$ cat src/rtl/core/swdr_pkg.sv
// ----------------------------------------------------------------------------
// swdr_pkg
// Shared types and constants of the sliding-window detector with refractory.
// ----------------------------------------------------------------------------
`default_nettype none

package swdr_pkg;

  // Default depth of the probability window.
  localparam int unsigned WindowLenDef = 8;

  // Field widths.
  localparam int unsigned ProbW    = 8;
  localparam int unsigned TimeW    = 32;
  localparam int unsigned CutoffW  = 8;
  localparam int unsigned RefrW    = 16;
  localparam int unsigned CfgDataW = 16;

  // Register reset values.
  localparam logic [CutoffW-1:0] CutoffRst = 8'd127;
  localparam logic [RefrW-1:0]   RefrRst   = 16'd2000;

  // Configuration register indexes.
  typedef enum logic [0:0] {
    CFG_DETECT_CUTOFF = 1'b0,
    CFG_REFRACTORY_MS = 1'b1
  } cfg_idx_e;

  // Item mode.
  typedef enum logic [0:0] {
    MODE_PUSH  = 1'b0,
    MODE_CLEAR = 1'b1
  } mode_e;

  // Control from the top level to the window ring.
  typedef struct packed {
    logic             push;
    logic             restart;
    logic [ProbW-1:0] prob;
  } ring_ctrl_t;

  // Window status after the push under way.
  typedef struct packed {
    logic full;
    logic over;
  } ring_stat_t;

endpackage

`default_nettype wire

$ cat src/rtl/core/swdr_if.sv
// ----------------------------------------------------------------------------
// swdr channel interfaces
// Valid/ready channels for input items, result items and register writes.
// ----------------------------------------------------------------------------
`default_nettype none

interface swdr_in_if
  import swdr_pkg::*;
();
  logic              valid;
  logic              ready;
  mode_e             mode;
  logic [ProbW-1:0]  prob;
  logic [TimeW-1:0]  now_ms;

  modport source (output valid, output mode, output prob, output now_ms, input ready);
  modport sink   (input valid, input mode, input prob, input now_ms, output ready);
endinterface

interface swdr_out_if;
  logic valid;
  logic ready;
  logic wake_detected;

  modport source (output valid, output wake_detected, input ready);
  modport sink   (input valid, input wake_detected, output ready);
endinterface

interface swdr_cfg_if
  import swdr_pkg::*;
();
  logic                valid;
  logic                ready;
  cfg_idx_e            index;
  logic [CfgDataW-1:0] data;

  modport source (output valid, output index, output data, input ready);
  modport sink   (input valid, input index, input data, output ready);
endinterface

`default_nettype wire

$ cat src/rtl/core/swdr_ring.sv
// ----------------------------------------------------------------------------
// swdr_ring
// Probability ring with running sum, fill count and write position.
// ----------------------------------------------------------------------------
`default_nettype none

module swdr_ring
  import swdr_pkg::*;
#(
  parameter int unsigned WINDOW_LEN = WindowLenDef
) (
  input  wire logic               clk_i,
  input  wire logic               rst_ni,
  input  wire ring_ctrl_t         ctrl_i,
  input  wire logic [CutoffW-1:0] cutoff_i,
  output ring_stat_t              stat_o
);

  localparam int unsigned PosW  = (WINDOW_LEN > 1) ? $clog2(WINDOW_LEN) : 1;
  localparam int unsigned FillW = $clog2(WINDOW_LEN + 1);
  localparam int unsigned SumW  = $clog2(WINDOW_LEN * ((1 << ProbW) - 1) + 1);

  logic [ProbW-1:0]      mem_q [WINDOW_LEN];
  logic [WINDOW_LEN-1:0] vld_q;
  logic [PosW-1:0]       pos_q, pos_d, pos_adv;
  logic [FillW-1:0]      fill_q, fill_d, fill_push;
  logic [SumW-1:0]       sum_q, sum_d, sum_push, thresh;
  logic [ProbW-1:0]      cur_q, evict;
  logic                  moved_q;
  logic [ProbW-1:0]      rdn_raw_q, rd0_raw_q, fwd_data_q;
  logic                  rdn_vld_q, rd0_vld_q, rdn_fwd_q, rd0_fwd_q;
  logic [ProbW-1:0]      rdn_val, rd0_val;

  // Position that follows the current one in ring order.
  assign pos_adv = (pos_q == PosW'(WINDOW_LEN - 1)) ? '0 : pos_q + 1'b1;

  // Read data for the two slots that can come next, with the last write forwarded.
  assign rdn_val = rdn_fwd_q ? fwd_data_q : (rdn_vld_q ? rdn_raw_q : '0);
  assign rd0_val = rd0_fwd_q ? fwd_data_q : (rd0_vld_q ? rd0_raw_q : '0);

  // Value held in the slot at the write position.
  assign evict = moved_q ? ((pos_q == '0) ? rd0_val : rdn_val) : cur_q;

  // Fill count, position and sum.
  always_comb begin
    fill_push = fill_q;
    if (ctrl_i.push && (fill_q != FillW'(WINDOW_LEN))) begin
      fill_push = fill_q + 1'b1;
    end
    fill_d = ctrl_i.restart ? '0 : fill_push;

    pos_d = pos_q;
    if (ctrl_i.restart) begin
      pos_d = '0;
    end else if (ctrl_i.push) begin
      pos_d = pos_adv;
    end

    sum_push = sum_q - SumW'(evict) + SumW'(ctrl_i.prob);
    sum_d    = ctrl_i.push ? sum_push : sum_q;
  end

  // Threshold scaled to a sum over the whole window.
  assign thresh = SumW'(cutoff_i) * SumW'(WINDOW_LEN);

  assign stat_o.full = (fill_push == FillW'(WINDOW_LEN));
  assign stat_o.over = (sum_push > thresh);

  // Ring storage and its registered read ports.
  always_ff @(posedge clk_i) begin
    if (ctrl_i.push) begin
      mem_q[pos_q] <= ctrl_i.prob;
    end
    rdn_raw_q  <= mem_q[pos_adv];
    rd0_raw_q  <= mem_q[PosW'(0)];
    fwd_data_q <= ctrl_i.prob;
  end

  // Control state, valid bits and the held slot value.
  always_ff @(posedge clk_i or negedge rst_ni) begin
    if (!rst_ni) begin
      vld_q     <= '0;
      pos_q     <= '0;
      fill_q    <= '0;
      sum_q     <= '0;
      cur_q     <= '0;
      moved_q   <= 1'b0;
      rdn_vld_q <= 1'b0;
      rd0_vld_q <= 1'b0;
      rdn_fwd_q <= 1'b0;
      rd0_fwd_q <= 1'b0;
    end else begin
      if (ctrl_i.push) begin
        vld_q[pos_q] <= 1'b1;
      end
      pos_q     <= pos_d;
      fill_q    <= fill_d;
      sum_q     <= sum_d;
      cur_q     <= evict;
      moved_q   <= ctrl_i.push | ctrl_i.restart;
      rdn_vld_q <= vld_q[pos_adv];
      rd0_vld_q <= vld_q[PosW'(0)];
      rdn_fwd_q <= ctrl_i.push && (pos_q == pos_adv);
      rd0_fwd_q <= ctrl_i.push && (pos_q == '0);
    end
  end

`ifndef SYNTHESIS
  a_fill_range: assert property (@(posedge clk_i) disable iff (!rst_ni)
    fill_q <= FillW'(WINDOW_LEN))
    else $error("fill count beyond window length");

  a_pos_range: assert property (@(posedge clk_i) disable iff (!rst_ni)
    pos_q <= PosW'(WINDOW_LEN - 1))
    else $error("write position beyond window");

  a_restart: assert property (@(posedge clk_i) disable iff (!rst_ni)
    ctrl_i.restart |=> (fill_q == '0) && (pos_q == '0))
    else $error("restart did not clear fill count and position");
`endif

endmodule

`default_nettype wire

$ cat src/rtl/core/swdr_decide.sv
// ----------------------------------------------------------------------------
// swdr_decide
// Refractory check, fire decision and last detection time.
// ----------------------------------------------------------------------------
`default_nettype none

module swdr_decide
  import swdr_pkg::*;
(
  input  wire logic             clk_i,
  input  wire logic             rst_ni,
  input  wire logic             push_i,
  input  wire logic [TimeW-1:0] now_ms_i,
  input  wire logic [RefrW-1:0] refractory_ms_i,
  input  wire ring_stat_t       stat_i,
  output logic                  fire_o
);

  logic [TimeW-1:0] last_fire_q;
  logic [TimeW-1:0] elapsed;
  logic             in_refr;

  // Wrapping elapsed time; a zero detection time means never fired.
  assign elapsed = now_ms_i - last_fire_q;
  assign in_refr = (last_fire_q != '0) && (elapsed < TimeW'(refractory_ms_i));

  assign fire_o = push_i && stat_i.full && stat_i.over && !in_refr;

  // Time of the last detection.
  always_ff @(posedge clk_i or negedge rst_ni) begin
    if (!rst_ni) begin
      last_fire_q <= '0;
    end else if (fire_o) begin
      last_fire_q <= now_ms_i;
    end
  end

endmodule

`default_nettype wire

$ cat src/rtl/core/sliding_window_detect_refractory.sv
// ----------------------------------------------------------------------------
// sliding_window_detect_refractory
// Moving-average threshold detector with a refractory period.
// ----------------------------------------------------------------------------
// The block takes one item per cycle while the output is ready and returns
// one result beat per item: the item is captured in an input register,
// then the ring update, running-sum add and compare and the 32-bit elapsed
// time check run combinationally into the result register. A stalled result
// register holds the item in the input register; with the output ready the
// rate is one item per clock. The ring uses valid bits, so there is no
// clearing pass after reset. Register writes are accepted in every cycle.
`default_nettype none

module sliding_window_detect_refractory
  import swdr_pkg::*;
#(
  parameter int unsigned WINDOW_LEN = WindowLenDef
) (
  input  wire logic  clk_i,
  input  wire logic  rst_ni,
  swdr_in_if.sink    in_i,
  swdr_out_if.source out_o,
  swdr_cfg_if.sink   cfg_i
);

  logic [CutoffW-1:0] cutoff_q;
  logic [RefrW-1:0]   refr_q;

  logic               s1_vld_q;
  mode_e              s1_mode_q;
  logic [ProbW-1:0]   s1_prob_q;
  logic [TimeW-1:0]   s1_now_q;
  logic               s1_go;

  logic               out_vld_q, out_vld_d;
  logic               out_wake_q;

  ring_ctrl_t         ring_ctrl;
  ring_stat_t         ring_stat;
  logic               push;
  logic               fire;

  // Configuration registers.
  assign cfg_i.ready = 1'b1;

  always_ff @(posedge clk_i or negedge rst_ni) begin
    if (!rst_ni) begin
      cutoff_q <= CutoffRst;
      refr_q   <= RefrRst;
    end else if (cfg_i.valid) begin
      case (cfg_i.index)
        CFG_DETECT_CUTOFF: cutoff_q <= cfg_i.data[CutoffW-1:0];
        CFG_REFRACTORY_MS: refr_q   <= cfg_i.data[RefrW-1:0];
        default: ;
      endcase
    end
  end

  // Input register: it moves on when the result register is free.
  assign s1_go      = s1_vld_q && (!out_vld_q || out_o.ready);
  assign in_i.ready = !s1_vld_q || s1_go;

  always_ff @(posedge clk_i or negedge rst_ni) begin
    if (!rst_ni) begin
      s1_vld_q <= 1'b0;
    end else if (in_i.ready) begin
      s1_vld_q <= in_i.valid;
    end
  end

  always_ff @(posedge clk_i) begin
    if (in_i.valid && in_i.ready) begin
      s1_mode_q <= in_i.mode;
      s1_prob_q <= in_i.prob;
      s1_now_q  <= in_i.now_ms;
    end
  end

  // Ring and decision.
  assign push = s1_go && (s1_mode_q == MODE_PUSH);

  assign ring_ctrl.push    = push;
  assign ring_ctrl.restart = fire || (s1_go && (s1_mode_q == MODE_CLEAR));
  assign ring_ctrl.prob    = s1_prob_q;

  swdr_ring #(
    .WINDOW_LEN (WINDOW_LEN)
  ) u_ring (
    .clk_i    (clk_i),
    .rst_ni   (rst_ni),
    .ctrl_i   (ring_ctrl),
    .cutoff_i (cutoff_q),
    .stat_o   (ring_stat)
  );

  swdr_decide u_decide (
    .clk_i           (clk_i),
    .rst_ni          (rst_ni),
    .push_i          (push),
    .now_ms_i        (s1_now_q),
    .refractory_ms_i (refr_q),
    .stat_i          (ring_stat),
    .fire_o          (fire)
  );

  // Result register.
  always_comb begin
    out_vld_d = out_vld_q;
    if (s1_go) begin
      out_vld_d = 1'b1;
    end else if (out_o.ready) begin
      out_vld_d = 1'b0;
    end
  end

  always_ff @(posedge clk_i or negedge rst_ni) begin
    if (!rst_ni) begin
      out_vld_q <= 1'b0;
    end else begin
      out_vld_q <= out_vld_d;
    end
  end

  always_ff @(posedge clk_i) begin
    if (s1_go) begin
      out_wake_q <= fire;
    end
  end

  assign out_o.valid         = out_vld_q;
  assign out_o.wake_detected = out_wake_q;

`ifndef SYNTHESIS
  a_fire_full: assert property (@(posedge clk_i) disable iff (!rst_ni)
    fire |-> ring_stat.full && ring_stat.over && (s1_mode_q == MODE_PUSH))
    else $error("fire without a full window over the threshold");

  a_s1_hold: assert property (@(posedge clk_i) disable iff (!rst_ni)
    (s1_vld_q && !s1_go) |=> s1_vld_q && $stable(s1_now_q) && $stable(s1_prob_q))
    else $error("stalled input item lost or changed");

  a_result_beat: assert property (@(posedge clk_i) disable iff (!rst_ni)
    s1_go |=> out_vld_q)
    else $error("processed item gave no result beat");
`endif

endmodule

`default_nettype wire
$ cat src/flat_wrapper.sv
// flat-port wrapper written by rule: the top's interface ports become plain ports
module sliding_window_detect_refractory_flat import swdr_pkg::*;
#(
  parameter int unsigned WINDOW_LEN = WindowLenDef
)
  (clk_i, rst_ni, in_i_valid, in_i_mode, in_i_prob, in_i_now_ms, in_i_ready, out_o_valid, out_o_wake_detected, out_o_ready, cfg_i_valid, cfg_i_index, cfg_i_data, cfg_i_ready);
  swdr_in_if in_i_i ();
  swdr_out_if out_o_i ();
  swdr_cfg_if cfg_i_i ();
  input  wire logic clk_i;
  input  wire logic rst_ni;
  input wire logic [$bits(in_i_i.valid)-1:0] in_i_valid;
  input wire logic [$bits(in_i_i.mode)-1:0] in_i_mode;
  input wire logic [$bits(in_i_i.prob)-1:0] in_i_prob;
  input wire logic [$bits(in_i_i.now_ms)-1:0] in_i_now_ms;
  output wire logic [$bits(in_i_i.ready)-1:0] in_i_ready;
  output wire logic [$bits(out_o_i.valid)-1:0] out_o_valid;
  output wire logic [$bits(out_o_i.wake_detected)-1:0] out_o_wake_detected;
  input wire logic [$bits(out_o_i.ready)-1:0] out_o_ready;
  input wire logic [$bits(cfg_i_i.valid)-1:0] cfg_i_valid;
  input wire logic [$bits(cfg_i_i.index)-1:0] cfg_i_index;
  input wire logic [$bits(cfg_i_i.data)-1:0] cfg_i_data;
  output wire logic [$bits(cfg_i_i.ready)-1:0] cfg_i_ready;
  assign in_i_i.valid = in_i_valid;
  assign in_i_i.mode = in_i_mode;
  assign in_i_i.prob = in_i_prob;
  assign in_i_i.now_ms = in_i_now_ms;
  assign in_i_ready = in_i_i.ready;
  assign out_o_valid = out_o_i.valid;
  assign out_o_wake_detected = out_o_i.wake_detected;
  assign out_o_i.ready = out_o_ready;
  assign cfg_i_i.valid = cfg_i_valid;
  assign cfg_i_i.index = cfg_i_index;
  assign cfg_i_i.data = cfg_i_data;
  assign cfg_i_ready = cfg_i_i.ready;
  sliding_window_detect_refractory #(.WINDOW_LEN(WINDOW_LEN)) u_core (.clk_i(clk_i), .rst_ni(rst_ni), .in_i(in_i_i), .out_o(out_o_i), .cfg_i(cfg_i_i));
endmodule
$ cat config.mk
export PLATFORM = sky130hd
export DESIGN_NAME = sliding_window_detect_refractory_flat
export DESIGN_NICKNAME = d
export VERILOG_FILES = /design/src/rtl/core/swdr_pkg.sv /design/src/rtl/core/swdr_if.sv /design/src/rtl/core/swdr_ring.sv /design/src/rtl/core/swdr_decide.sv /design/src/rtl/core/sliding_window_detect_refractory.sv /design/src/flat_wrapper.sv
export SDC_FILE = /design/constraint.sdc
export NUM_CORES = 1
export LEC_CHECK = 0
export ABC_AREA = 1
export BUFFER_PORTS_ARGS = -buffer_cell sky130_fd_sc_hd__buf_2
export CORE_MARGIN = 1
export CORE_UTILIZATION = 35
export CTS_BUF_LIST = sky130_fd_sc_hd__clkbuf_8
export DETAILED_ROUTE_END_ITERATION = 8
export GPL_ROUTABILITY_DRIVEN = 0
export PLACE_DENSITY = 0.62
export SETUP_SLACK_MARGIN = 0.3
export SLEW_MARGIN = 20
export SYNTH_ARGS = -nofsm -noshare
export SYNTH_HDL_FRONTEND = slang
export SYNTH_SLANG_ARGS = --single-unit
$ cat constraint.sdc
create_clock -name clk_i -period 10 [get_ports clk_i]
set_clock_uncertainty 0.2 [all_clocks]
set_input_delay 1.5 -clock clk_i [delete_from_list [all_inputs] [get_ports clk_i]]
set_output_delay 1.5 -clock clk_i [all_outputs]
set_load 0.05 [all_outputs]
After elaboration in Yosys (flattened, before gate mapping)
Memory sizes are Yosys's and may differ from the RTL's. A register that Yosys moved wholly into a read port is not among the register bits.
Index checks and enable logic that the tools add are counted.

cells by class
  reduce and logical (&&, ||, !) cells = 24
  $lt $le $gt $ge = 5
  multiplexer cells = 19
  equal/unequal tests = 4
  add/sub/neg operators = 5
  bitwise logic cells = 4

operators by type and width
  kind                   number
  $mux W8                6
  $lt A32 B16 Y1         1
  $reduce_bool A32 Y1    1
  $sub A32 B32 Y32       1
  $logic_and A1 B1 Y1    12
  $add A11 B8 Y11        1
  $gt A11 B11 Y1         1
  $sub A11 B8 Y11        1
  $mux W3                3
  $lt A3 B4 Y1 const B   2
  $mux W4                2
  $or A8 B8 Y8           1
  $mux W1                6
  $add A4 B1 Y4 const B  1
  $eq A4 B4 Y1 const B   1
  $ne A4 B4 Y1 const B   1
  $reduce_and A2 Y1      2
  $reduce_bool A2 Y1     2
  $add A3 B1 Y3 const B  1
  $bmux W1 S3            1
  $demux W1 S3           1
  $eq A3 B3 Y1           1
  $eq A3 B3 Y1 const B   1
  $ge A3 B1 Y1 const B   1
  5 further kinds        10

storage, ports and cells
  output and inout bits = 4
  flip-flop bits (word level) = 147
  memory bits (writable) = 64
  memories = 1
  input bits = 63

memory list
  memory               depth  width  rd ports  clocked after memory_dff  write ports  line             RTL
  u_core.u_ring.mem_q  8      8      2         2                         1            swdr_ring.sv:23  logic [ProbW-1:0] mem_q [WINDOW_LEN];

Longest topological paths before layout
Gate-level depths: netlist of run 1.

  depth in word-level cells = 12
  mapped depth = 30
  depth with buffers taken out = 29

Modules after synthesis
Synthesis of run 1 repeated with hierarchy kept, for this count alone.

second synthesis, totals
  cell total of the unflattened synthesis = 1539
  area total of the unflattened synthesis = 12684.7 µm²

modules (own cells, without submodules)
  module                            sequential area each (µm²)  times used  cells each  area each (µm²)
  swdr_ring                         3378.2                      1           616         5949.5
  swdr_decide                       800.8                       1           767         4311.6
  sliding_window_detect_refractory  1928.1                      1           156         2423.6

Least setup slack after synthesis of run 1
Ideal clock, no wire load.

  path type = flip-flop to flip-flop
  start point = register u_core.u_ring.pos_q[1]
  end point = register u_core.u_decide.last_fire_q[13]
  data arrival time = 4604 ps
  clock period less this slack = 4921 ps
  setup time = 116 ps
  required time = 9684 ps
  cell stages (with the launch flop) = 26
  slack = 5079 ps
  path through = dfrtp_1 > inv_1 > ha_1 > nand2_1 > clkbuf_1 > o211ai_1 > a31oi_1 > fa_1 > fa_1 > a21oi_1 > o21bai_1 > nand2_1 > o211ai_1 > a21o_1 > a21oi_1 > xor2_1 > ha_1 > nand2_1 > nor2_1 > nand3_1 > o2111ai_1 > nor4_4 > nand2_4 > buf_6 > nand2_1 > nand2_1

between the ends
  cells in the longest elaborated chain, start to end = 8

RTL lines
  element                               line               RTL
  from (decl)                           swdr_ring.sv:25    logic [PosW-1:0] pos_q, pos_d, pos_adv;
  from (signal assigned)                swdr_ring.sv:96    pos_q <= pos_d;
  $logic_not A3 Y1                      swdr_ring.sv:42    assign evict = moved_q ? ((pos_q == '0) ? rd0_val : rdn_val) : cur_q;
  $mux W8 (2 in series)                 swdr_ring.sv:42
  $sub A11 B8 Y11                       swdr_ring.sv:59    sum_push = sum_q - SumW'(evict) + SumW'(ctrl_i.prob);
  $add A11 B8 Y11                       swdr_ring.sv:59
  named net u_core.u_ring.sum_push[10]  swdr_ring.sv:27    logic [SumW-1:0] sum_q, sum_d, sum_push, thresh;
  $gt A11 B11 Y1                        swdr_ring.sv:67    assign stat_o.over = (sum_push > thresh);
  $logic_and A1 B1 Y1 (2 in series)     swdr_decide.sv:27  assign fire_o = push_i && stat_i.full && stat_i.over && !in_refr;
  to (signal assigned)                  swdr_decide.sv:34  last_fire_q <= now_ms_i;
  to (decl)                             swdr_decide.sv:19  logic [TimeW-1:0] last_fire_q;

The timed path passes the listed nets, and every way through them passes these cells.
A chain may end at the register's enable or synchronous reset.

Worst setup path after layout of run 1
  start point = register u_core.u_ring.pos_q[0]
  end point = register u_core.u_ring.fill_q[3]

between the ends
  cells in the longest elaborated chain, start to end = 10

RTL lines
  element                               line                                    RTL
  $logic_not A3 Y1                      swdr_ring.sv:42
  $mux W8 (2 in series)                 swdr_ring.sv:42
  $sub A11 B8 Y11                       swdr_ring.sv:59
  $add A11 B8 Y11                       swdr_ring.sv:59
  named net u_core.u_ring.sum_push[10]  swdr_ring.sv:27
  $gt A11 B11 Y1                        swdr_ring.sv:67
  $logic_and A1 B1 Y1 (2 in series)     swdr_decide.sv:27
  $logic_or A1 B1 Y1                    sliding_window_detect_refractory.sv:83  assign ring_ctrl.restart = fire || (s1_go && (s1_mode_q == MODE_CLEAR));
  $mux W4                               swdr_ring.sv:50                         fill_d = ctrl_i.restart ? '0 : fill_push;
  named net u_core.u_ring.fill_d[3]     swdr_ring.sv:26                         logic [FillW-1:0] fill_q, fill_d, fill_push;
  to (signal assigned)                  swdr_ring.sv:97                         fill_q <= fill_d;
  to (decl)                             swdr_ring.sv:26

The timed path passes the listed nets, and every way through them passes these cells.

==> metrics.md, run 1 <==
| Metric | Value |
|---|---|
| Status | `completed` |
| Hold/Removal Path Class | `reg2reg` |
| CP top delay family | `adder cells` |
| Met2 routed WL | `approximately 14 mm` |
| Post-Syn Area | `12100 µm²` |
| Static Leakage | `between 6 and 7 nW` |
| Crit path required time | `approximately 10 ns` |
| Post-Synth Simple-Gate Area | `a little over a fifth` |
| Synth Area in Adders | `under 10%` |
| Seq/Total Area, Yosys | `approximately 50%` |
| Vias in the first global route | `~9100` |
| Fin util | `approximately 40%` |
| RSZ-0062 raised after global routing | `false` |
| FFs w/ async S/R, synth | `about 43%` |
| Setup TNS Final | `0 ns` |
| Number of flops mapped to enable cells by yosys | `roughly 110` |
| Post-Syn Nets | `1542` |
| Resized Gates After CTS | `0` |
| Netlist cell types | `47` |
| Crit share post-route | `between 60% and 70%` |
| Peak supply drop | `approximately 0.15 mV` |
| Die width | `approximately 190 µm` |
| CTS sink cnt | `about 230` |
| Post-route cell area | `~14000 µm²` |
| Antenna Nets Post-Route | `0` |
| Slew headroom | `between 30 and 40%` |
| Gate power share | `between 40% and 50%` |
| Core Rows | `between 60 and 70` |
| Slowest CP cell | `dfrtp_1` |
| WP data arrival | `6.52 ns` |
| Die span in y | `188 µm` |
| Final nets | `around 1600` |
| Vias/cell | `roughly 4.7` |
| Max-cap viol count | `0` |
| Compound-Gate Fraction of Synth Area | `about 8.5%` |
| Total CTS buffers | `39` |
| Worst Tran Pin Value | `~1.0 ns` |
| Syn Area/Cell | `8.66 µm²` |
| Seq pwr share | `33.0%` |
| Main combinational cell family by area after synthesis | `simple AND/OR/NAND/NOR gates` |
| Crit Path Category | `reg2reg` |
| All-Layer GR Usage | `16.4%` |
| Fmax | `158 MHz` |
| Die ar. | `about 35000 µm²` |
| Setup Buffers After CTS | `0` |
| Initial antenna violation count | `0` |
| CTS tree | `yes` |
| Cell mode on critical path | `nand2_1` |
| Core Area | `between 30000 and 40000 µm²` |
| Detailed-route wire length per cell | `between 10 and 15 µm` |
| WL final | `about 28 mm` |
| Pin count of the biggest net entering global routing | `57` |
| CP Cell Sequence | `inv_1 > ha_1 > nand2_1 > o211ai_1 > a31oi_1 > fa_1 > fa_1 > a21oi_1 > o21bai_1 > nand2_1 > o211ai_1 > a21o_1 > a21oi_1 > xor2_1 > ha_1 > nand2_1 > nor2_1 > nand3_1 > o2111ai_1 > nor4_4 > buf_4 > nand2_4 > nand2_1 > nor2_1` |
| Met3 wire len | `roughly 1.1 mm` |
| Pins Over Slew Limit | `0` |
| Clk pwr share | `21.2%` |
| First-pass GRT wire length | `around 46 mm` |
| Crit path buf inv count | `2` |
| WHS Path Cells | `0` |
| PnR worst setup slack | `approximately 3.7 ns` |
| Dpl hpwl | `between 20 and 25 mm` |
| Ant. Diodes | `0` |
| Yosys reg bits | `between 200 and 250` |
| PwrDens | `~270 nW/µm²` |
| Int Pwr | `about 2.2 mW` |
| Grt total ovfl | `0` |
| CP max stage delay | `approximately 0.89 ns` |
| Crit path depth | `24` |
| Commonest register cell after synthesis | `edfxtp_1` |
| Initial drt markers | `690` |
| DR vias | `approximately 9300` |
| Uppermost layer routed | `met4` |
| Net Sw Power | `between 1.5 and 2 mW` |
| Dpl ws | `approximately 3.7 ns` |
| Clock latency on the worst-skew pair | `0.56 ns` |
| Endpoints failing hold | `0` |
| Share of cells above drive strength 1 | `10.9%` |
| PortBufs | `between 60 and 70` |
| Layout area overhead | `12.4%` |
| Mux share of post-synthesis cell area | `less than 1%` |
| Clock buffer depth | `3` |
| Post-Synth XOR/XNOR Area | `under 10%` |
| Setup crit start kind | `flop` |
| Setup-failing EPs final | `0` |
| Crit end category | `flop` |
| Final Critical Period | `6.31 ns` |
| Cell count after synthesis | `between 1000 and 1500` |
| Starting Density | `between 30 and 40%` |
| First drt pass iteration count | `6` |
| Switching share of power | `about 41%` |
| Post-DP Area | `around 13000 µm²` |
| Post-Route M1 WL | `between 10 and 15 mm` |
| IO Pins | `67` |
| CP Max Fanout | `34` |
| Worst R2R Path Depth | `24` |
| Warnings, synthesis | `0` |
| Residual DRC count | `0` |
| H-Tree Depth | `2` |
| Root buf cell | `clkbuf_8` |
| Clock Pin Slew Worst Setup and Hold Paths | `~0.060 ns` |
| Number of hold buffers added after CTS | `0` |
==> sequential cells by signal, summed over array words and instances, names as in the netlist, 11 cells and up <==
| name | cells |
|---|---|
| u_core.u_ring.mem_q | 64 |
| u_core.s1_now_q | 32 |
| u_core.refr_q | 16 |
| u_core.u_ring.sum_q | 11 |
| u_core.u_decide.last_fire_q | 32 |
==> power groups by stage <==
stage	logic [mW]	clock network (mW)	registers, mW
2_1_floorplan	1.32	0	1.21
3_3_place_gp	1.69	0	1.25
3_5_place_dp	1.71	0	1.25
4_1_cts	1.72	0.820	1.23
5_1_grt	1.98	0.863	1.25
6_report	1.71	0.791	1.23
==> cells by family (layout without fill, tap and decap cells) <==
kind of cell,Yosys count,in the layout
simple gates,631,631
xor+xnor,29,29
fa+ha+maj,79,79
flops,227,227
mux,5,5
compound gates,169,169
other cells,1,1
buf+inv,259,370
==> metal layers <==
| layer | up-vias | global-route usage [%] |
|---|---|---|
| met3 | 44 | 2.53 |
| met1 | 4325 | 21.0 |
| met5 | - | 0 |
| met2 | 201 | 28.4 |
| met4 | 0 | 4.78 |
| li1 | 4722 | - |
==> placed cells by master, fill, tap and decap left out, types with 4 or more instances in the layout <==
cell type  instances
clkinv_2           4
o221ai_1          18
nor2_2            10
o21bai_1           8
buf_4              5
a31oi_1           11
a31o_2             5
nand3_1           84
nor2_1            85
edfxtp_1         106
dfxtp_1           24
a21oi_1           68
a21o_1             5
or2_2              6
mux2_2             5
nor3_1            11
clkinv_1           7
nand4_1           16
dfrtp_1           84
buf_2             64
o211ai_1           4
xnor2_1            6
fa_1               9
dfstp_2           13
inv_1            242
ha_1              70
clkbuf_8          40
a221oi_1           5
nand2_1          409
o21ai_0           37
xor2_1            23
==> synth_stat cells, types with 3 or more instances <==
cell / number / area share [%]
nand2_1: 409 / 13
nor2_2: 9 / 0.46
a221oi_1: 5 / 0.36
nor2_1: 86 / 2.7
dfxtp_1: 24 / 4.0
a31o_2: 5 / 0.36
o21bai_1: 8 / 0.50
a21o_1: 5 / 0.31
ha_1: 70 / 7.2
inv_1: 225 / 7.0
dfstp_2: 13 / 2.8
xnor2_1: 6 / 0.43
mux2_2: 5 / 0.46
nand3_1: 84 / 3.5
fa_1: 9 / 1.5
a31oi_1: 11 / 0.57
a21oi_1: 68 / 2.8
o211ai_1: 4 / 0.25
nor3_1: 11 / 0.45
xor2_1: 23 / 1.7
clkbuf_1: 19 / 0.59
o21ai_0: 37 / 1.5
o221ai_1: 18 / 1.3
nand4_1: 16 / 0.83
dfrtp_1: 84 / 17
edfxtp_1: 106 / 26
buf_2: 6 / 0.25
nand3b_1: 3 / 0.19
buf_6: 3 / 0.28
or2_2: 6 / 0.31
==> cell type report <==
type,instances,area [µm²]
clock inverter,32,181
tap,448,561
clock buffer,40,551
timing repair buffer,69,358
inverter,229,860
sequential,227,6110
fill,3362,20200
multi-input combinational,914,5020
==> worst paths after layout <==
kind	endpoint	slack, ns	start
max reg2reg	u_core.u_ring.fill_q[3]$_DFF_PN0_	3.69	u_core.u_ring.pos_q[0]$_DFFE_PN0P_
max	u_core.u_ring.fill_q[3]$_DFF_PN0_	3.69	u_core.u_ring.pos_q[0]$_DFFE_PN0P_
min	u_core.u_ring.rd0_raw_q[2]$_DFF_P_	0.17	u_core.u_ring.mem_q[0][2]$_DFFE_PP_
min in group asynchronous	u_core.u_ring.rd0_fwd_q$_DFF_PN0_	0.72	rst_ni
max in group asynchronous	u_core.u_decide.last_fire_q[28]$_DFFE_PN0P_	7.70	rst_ni
min reg2reg	u_core.u_ring.rd0_raw_q[2]$_DFF_P_	0.17	u_core.u_ring.mem_q[0][2]$_DFFE_PP_
==> metrics by stage <==
stage	hold slack [ns]	power (mW)	instances
after floorplan	0.148	2.54	1400
after global placement	0.154	2.93	1887
after detailed placement	0.159	2.96	1887
after CTS	0.167	3.77	1959
after global routing	0.179	4.09	1959
final	0.168	3.74	1959
No activity file was read; power rests on OpenSTA's default activity.
==> run 2, diff against run 1 <==
Settings changed: PLACE_DENSITY 0.62 to 0.63.
Clock period 10 ns to 5.7 ns, I/O delays scaled along.
==> run 2 against run 1 <==
Against the previous run: final cell count increased by 0.77%; sequential power grew 75%; combinational power increased by 84%; first-iteration DRC count fell by 16%; critical path type unchanged; largest cell class unchanged.
==> metrics.md, run 2 (synthesized netlist as in run 1, its figures left out) <==
| Metric | Value |
|---|---|
| Status | `completed` |
| Slowest CP cell | `fa_1` |
| Fmax | `roughly 200 MHz` |
| CP Max Fanout | `13` |
| CP top delay family | `adder cells` |
| Largest Register | `u_core.u_ring.mem_q` |
| Final Critical Period | `~5.1 ns` |
| Crit path required time | `roughly 5.9 ns` |
| Initial antenna violation count | `0` |
| CP max stage delay | `around 0.51 ns` |
| Dpl hpwl | `approximately 21 mm` |
| Root buf cell | `clkbuf_8` |
| Antenna Nets Post-Route | `0` |
| Critical R2R Capture | `u_core.u_decide.last_fire_q[4]$_DFFE_PN0P_` |
| Cell mode on critical path | `nand2_1` |
| Crit path buf inv count | `3` |
| FF/Latch Area | `~6100 µm²` |
| Placed Cells incl. Taps | `~1900` |
| Fin util | `around 41%` |
| Share of cells above drive strength 1 | `12.7%` |
| Worst R2R Path Depth | `26` |
| Total CTS buffers | `39` |
| Vias in the first global route | `9299` |
| Setup crit start kind | `flop` |
| DR vias | `9377` |
| Setup-failing EPs final | `0` |
| Final std cells w/o fill | `1974` |
| Largest register FFs | `64` |
| Clock buffer depth | `3` |
| Ant. Diodes | `0` |
| Crit end category | `flop` |
| PortBufs | `65` |
| First drt pass iteration count | `6` |
| Commonest non-fill, non-tap cell in the layout | `nand2_1` |
| Peak supply drop | `between 0.2 and 0.3 mV` |
| Vias/cell | `~4.8` |
| Gate power share | `47.2%` |
| Switching share of power | `between 40% and 50%` |
| Residual DRC count | `0` |
| CTS sink cnt | `about 230` |
| H-Tree Depth | `2` |
| First-pass GRT wire length | `approximately 46 mm` |
| Top Registers | `u_core.u_ring.mem_q: 64 flops, u_core.s1_now_q: 32 flops, u_core.u_decide.last_fire_q: 32 flops` |
| Net Sw Power | `~2.7 mW` |
| Static Leakage | `6.66 nW` |
| Die ar. | `between 30000 and 40000 µm²` |
| Worst Tran Pin Value | `1.08 ns` |
| Seq pwr share | `32.2%` |
| Initial drt markers | `580` |
| Core Area | `33800 µm²` |
| Setup TNS Final | `0 ns` |
| Int Pwr | `roughly 3.9 mW` |
| Multi-input gate area | `5080 µm²` |
| Pins Over Slew Limit | `0` |
| WL final | `29.0 mm` |
| Number of hold buffers added after CTS | `0` |
| Core Rows | `67` |
| Pin count of the biggest net entering global routing | `55` |
| Hold/Removal Path Class | `in2async` |
| Clock Pin Slew Worst Setup and Hold Paths | `approximately 0.060 ns` |
| Final nets | `1637` |
| Reg2reg start | `u_core.u_ring.pos_q[1]$_DFFE_PN0P_` |
| All-Layer GR Usage | `between 15 and 20%` |
| WP data arrival | `about 5.4 ns` |
| Crit share post-route | `about nine tenths` |
| Starting Density | `a little over a third` |
| Die width | `around 190 µm` |
| Layout area overhead | `14.3%` |
| RSZ-0062 raised after global routing | `false` |
| Max-cap viol count | `0` |
| Detailed-route wire length per cell | `about 15 µm` |
| Endpoints failing hold | `0` |
| Flop-to-flop setup slack | `just under 0.6 ns` |
| Layout fillers | `3315` |
| PwrDens | `481 nW/µm²` |
| Grt total ovfl | `0` |
| Most frequent cells in the layout | `nand2_1 (408), inv_1 (242), edfxtp_1 (106)` |
| Clock latency on the worst-skew pair | `between 0.5 and 0.6 ns` |
| Crit Path Category | `reg2reg` |
| CTS tree | `yes` |
| IO Pins | `67` |
| Slew headroom | `27.4%` |
| Clk pwr share | `20.6%` |
| Die span in y | `roughly 190 µm` |
-- run 2: changes by cell type in the layout (fill, tap and decap cells not counted), sizes merged --
cell and change:
bufinv -1, clkinvlp +1, clkinv -3, clkbuf +5, nand2 +1, buf +12
-- run 2: power groups by stage --
stage               clock network [mW]  logic (mW)  registers [mW]
finish                            1.37        3.15            2.15
global route                      1.50        3.62            2.18
CTS                               1.43        3.04            2.15
detailed placement                   0        3.02            2.18
global placement                     0        2.95            2.17
floorplan                            0        2.32            2.13
-- run 2: per-layer routing --
layer	wire length [µm]	part of all wire, %	vias to the layer above	GRT usage [%]
met5	0	0	-	0
met4	761	2.6	0	5.72
met3	1260	4.3	51	2.99
met2	14000	48	196	28.4
met1	13000	45	4384	20.5
li1	-	-	4746	-
-- run 2: worst max-delay path by stage --
| stage | startpoint | endpoint | cells past startpoint |
|---|---|---|---|
| CTS | u_core.u_ring.pos_q[1]$_DFFE_PN0P_ | u_core.u_decide.last_fire_q[4]$_DFFE_PN0P_ | 26 |
| detailed placement | u_core.u_ring.pos_q[1]$_DFFE_PN0P_ | u_core.u_decide.last_fire_q[4]$_DFFE_PN0P_ | 26 |
| global placement | u_core.u_ring.pos_q[1]$_DFFE_PN0P_ | u_core.u_decide.last_fire_q[20]$_DFFE_PN0P_ | 26 |
| floorplan | u_core.u_ring.pos_q[1]$_DFFE_PN0P_ | u_core.u_decide.last_fire_q[13]$_DFFE_PN0P_ | 25 |
| finish | u_core.u_ring.pos_q[1]$_DFFE_PN0P_ | u_core.u_decide.last_fire_q[4]$_DFFE_PN0P_ | 26 |
| global route | u_core.u_ring.pos_q[1]$_DFFE_PN0P_ | u_core.u_decide.last_fire_q[3]$_DFFE_PN0P_ | 28 |
-- run 2: timing repair --
item | 4_1_cts | 5_1_grt
setup buffers | 0 | 6
gates resized for setup | 0 | 20
endpoints found under the setup margin | 0 | 40
-- run 2: through the flow --
stage          power [mW]  hold WS (ns)  setup slack (ns)  cell area (µm²)
6_report             6.67        0.0822             0.582            13900
5_1_grt              7.30         0.104             0.290            13900
4_1_cts              6.62        0.0786             0.309            13700
3_5_place_dp         5.20         0.160             0.344            12900
3_3_place_gp         5.13         0.160             0.503            12900
2_1_floorplan        4.45         0.148             0.779            12100
-- run 2: final cells by class --
type / instances / share of cell area, %
clock buffer: 43 / 4.27
clock inverter: 29 / 0.957
inverter: 229 / 6.20
multi-input combinational: 915 / 36.7
sequential: 227 / 44.1
tap: 448 / 4.04
timing repair buffer: 83 / 3.80
==> run 3, diff against run 2 <==
Settings changed: REMOVE_ABC_BUFFERS from default to 1.
==> run 3 against run 2 <==
Against the previous run: flip-flop and latch count stayed put; final area is 0.27% higher; register-to-register slack better by 0.08 ns; core utilization is 0.11 points higher.
==> metrics.md, run 3 (synthesized netlist as in run 1, its figures left out) <==
| Metric | Value |
|---|---|
| Status | `completed` |
| Max-cap viol count | `0` |
| Setup TNS Final | `0 ns` |
| Final nets | `between 1500 and 2000` |
| All-Layer GR Usage | `between 10% and 20%` |
| Ant. Diodes | `0` |
| Fmax | `198 MHz` |
| RSZ-0062 raised after global routing | `false` |
| CTS tree | `yes` |
| Crit share post-route | `88.5%` |
| Cell mode on critical path | `nand2_1` |
| Number of hold buffers added after CTS | `0` |
| Post-Route M1 WL | `between 10 and 15 mm` |
| Initial drt markers | `642` |
| Top Registers | `u_core.u_ring.mem_q: 64 flops, u_core.s1_now_q: 32 flops, u_core.u_decide.last_fire_q: 32 flops` |
| Setup-failing EPs final | `0` |
| Starting Density | `between 30% and 40%` |
| Crit Path Category | `reg2reg` |
| First-pass GRT wire length | `between 40 and 50 mm` |
| Pin count of the biggest net entering global routing | `between 50 and 60` |
| Total CTS buffers | `between 40 and 50` |
| Grt total ovfl | `0` |
| Die width | `about 190 µm` |
| Dpl ws | `between 0.2 and 0.3 ns` |
| Detailed-route wire length per cell | `around 14 µm` |
| Final Critical Period | `between 5 and 6 ns` |
| Slew headroom | `between 30% and 40%` |
| Slowest CP cell | `fa_1` |
| WP data arrival | `about 5.3 ns` |
| Antenna Nets Post-Route | `0` |
| WL final | `28.6 mm` |
| Peak supply drop | `0.257 mV` |
| CP Max Fanout | `11` |
| Most frequent cells in the layout | `nand2_1 (408), inv_1 (238), edfxtp_1 (106)` |
| First drt pass iteration count | `6` |
| PnR worst setup slack | `about 0.66 ns` |
| Worst R2R Path Depth | `27` |
| DR vias | `9407` |
| Layout area overhead | `14.7%` |
| Core Rows | `67` |
| Initial antenna violation count | `0` |
| Met2 routed WL | `around 13 mm` |
| PortBufs | `65` |
| Final std cells w/o fill | `1978` |
| IO Pins | `67` |
| Clock Pin Slew Worst Setup and Hold Paths | `about 0.060 ns` |
| Layout fillers | `about 3400` |
| Commonest non-fill, non-tap cell in the layout | `nand2_1` |
| Core Area | `33800 µm²` |
| Met3 wire len | `about 1.2 mm` |
| Endpoints failing hold | `0` |
| CTS sink cnt | `227` |
| CP max stage delay | `0.52 ns` |
| Vias in the first global route | `9054` |
| Worst Tran Pin Value | `approximately 1 ns` |
| Dpl hpwl | `20.6 mm` |
| Multi-input gate area | `slightly above 5000 µm²` |
| Largest Register | `u_core.u_ring.mem_q` |
| Root buf cell | `clkbuf_8` |
| Pins Over Slew Limit | `0` |
| Share of cells above drive strength 1 | `about 13%` |
| Crit end category | `flop` |
| FF/Latch Area | `6110 µm²` |
| Largest register FFs | `64` |
| Clock buffer depth | `3` |
| H-Tree Depth | `2` |
| Die span in y | `188 µm` |
| Final Power | `~6.7 mW` |
| Placed Cells incl. Taps | `around 1900` |
| Setup crit start kind | `flop` |
| Uppermost layer routed | `met4` |
| Die ar. | `between 30000 and 40000 µm²` |
| Vias/cell | `roughly 4.8` |
| Crit path required time | `5.93 ns` |
| Static Leakage | `between 6 and 7 nW` |
| Hold/Removal Path Class | `in2async` |
| PwrDens | `approximately 480 nW/µm²` |
| Residual DRC count | `0` |
| Clock latency on the worst-skew pair | `approximately 0.55 ns` |
| Fin util | `41.2%` |
run 3: cell count changes in the layout (fill, tap and decap cells not counted), moves of 2 or more:
cell and delta:
clkbuf_8 +2, clkinv_1 +4, clkinv_2 +2, inv_1 -4, inv_8 -2
run 3: area by class of cell:
type | count | share of cell area, %
Inverter | 229 | 6.18
Timing Repair Buffer | 83 | 3.66
Clock inverter | 30 | 1.12
Tap cell | 448 | 4.03
Sequential cell | 227 | 43.9
Clock buffer | 45 | 4.45
Multi-Input combinational cell | 916 | 36.6
run 3: through the flow:
stage | cell area [µm²] | hold slack [ns]
3_3_place_gp | 12900 | 0.158
2_1_floorplan | 12000 | 0.148
3_5_place_dp | 12900 | 0.159
4_1_cts | 13700 | 0.0696
5_1_grt | 13900 | 0.112
6_report | 13900 | 0.0823
run 3: power by group:
part           total, mW  leakage [nW]  internal [mW]  switching, mW
clock network       1.43         0.459          0.774          0.660
logic               3.13          3.82           1.21           1.92
registers           2.15          2.39           2.00          0.157
total               6.71          6.67           3.98           2.74
run 3: final timing paths:
| path | start | to | slack, ns |
|---|---|---|---|
| max | u_core.u_ring.pos_q[1]$_DFFE_PN0P_ | u_core.u_decide.last_fire_q[21]$_DFFE_PN0P_ | 0.66 |
| min | rst_ni | u_core.u_ring.cur_q[6]$_DFF_PN0_ | 0.08 |
| max reg2reg | u_core.u_ring.pos_q[1]$_DFFE_PN0P_ | u_core.u_decide.last_fire_q[21]$_DFFE_PN0P_ | 0.66 |
| min reg2reg | u_core.u_ring.mem_q[0][2]$_DFFE_PP_ | u_core.u_ring.rd0_raw_q[2]$_DFF_P_ | 0.17 |
| max in group asynchronous | rst_ni | u_core.refr_q[12]$_DFFE_PN0P_ | 4.06 |
| min in group clk_i | u_core.u_ring.mem_q[0][2]$_DFFE_PP_ | u_core.u_ring.rd0_raw_q[2]$_DFF_P_ | 0.17 |
run 3: metal layers:
layer  up-vias  track usage, %
met4         0            5.78
met2       215            25.4
met5         -               0
met1      4382            21.9
met3        52            2.73
li1       4758               -
run 3: timing repair:
action,in CTS,in global routing
resized for setup,1,20
pin swaps,0,6
setup buffers,0,9
endpoints found under the hold margin,0,0
cloned,0,3
setup endpoints to repair,26,40
run 3: critical path: cells and delay by family, from the launching register on:
kind | cells | cell delay, ns
adders and majority gates | 4 | 1.29
and+or+nand+nor | 11 | 0.99
AOI/OAI and AO/OA | 6 | 0.94
buffers and inverters | 4 | 0.55
DFF | 1 | 0.43
muxes | 1 | 0.30
xor gates and xnor gates | 1 | 0.21
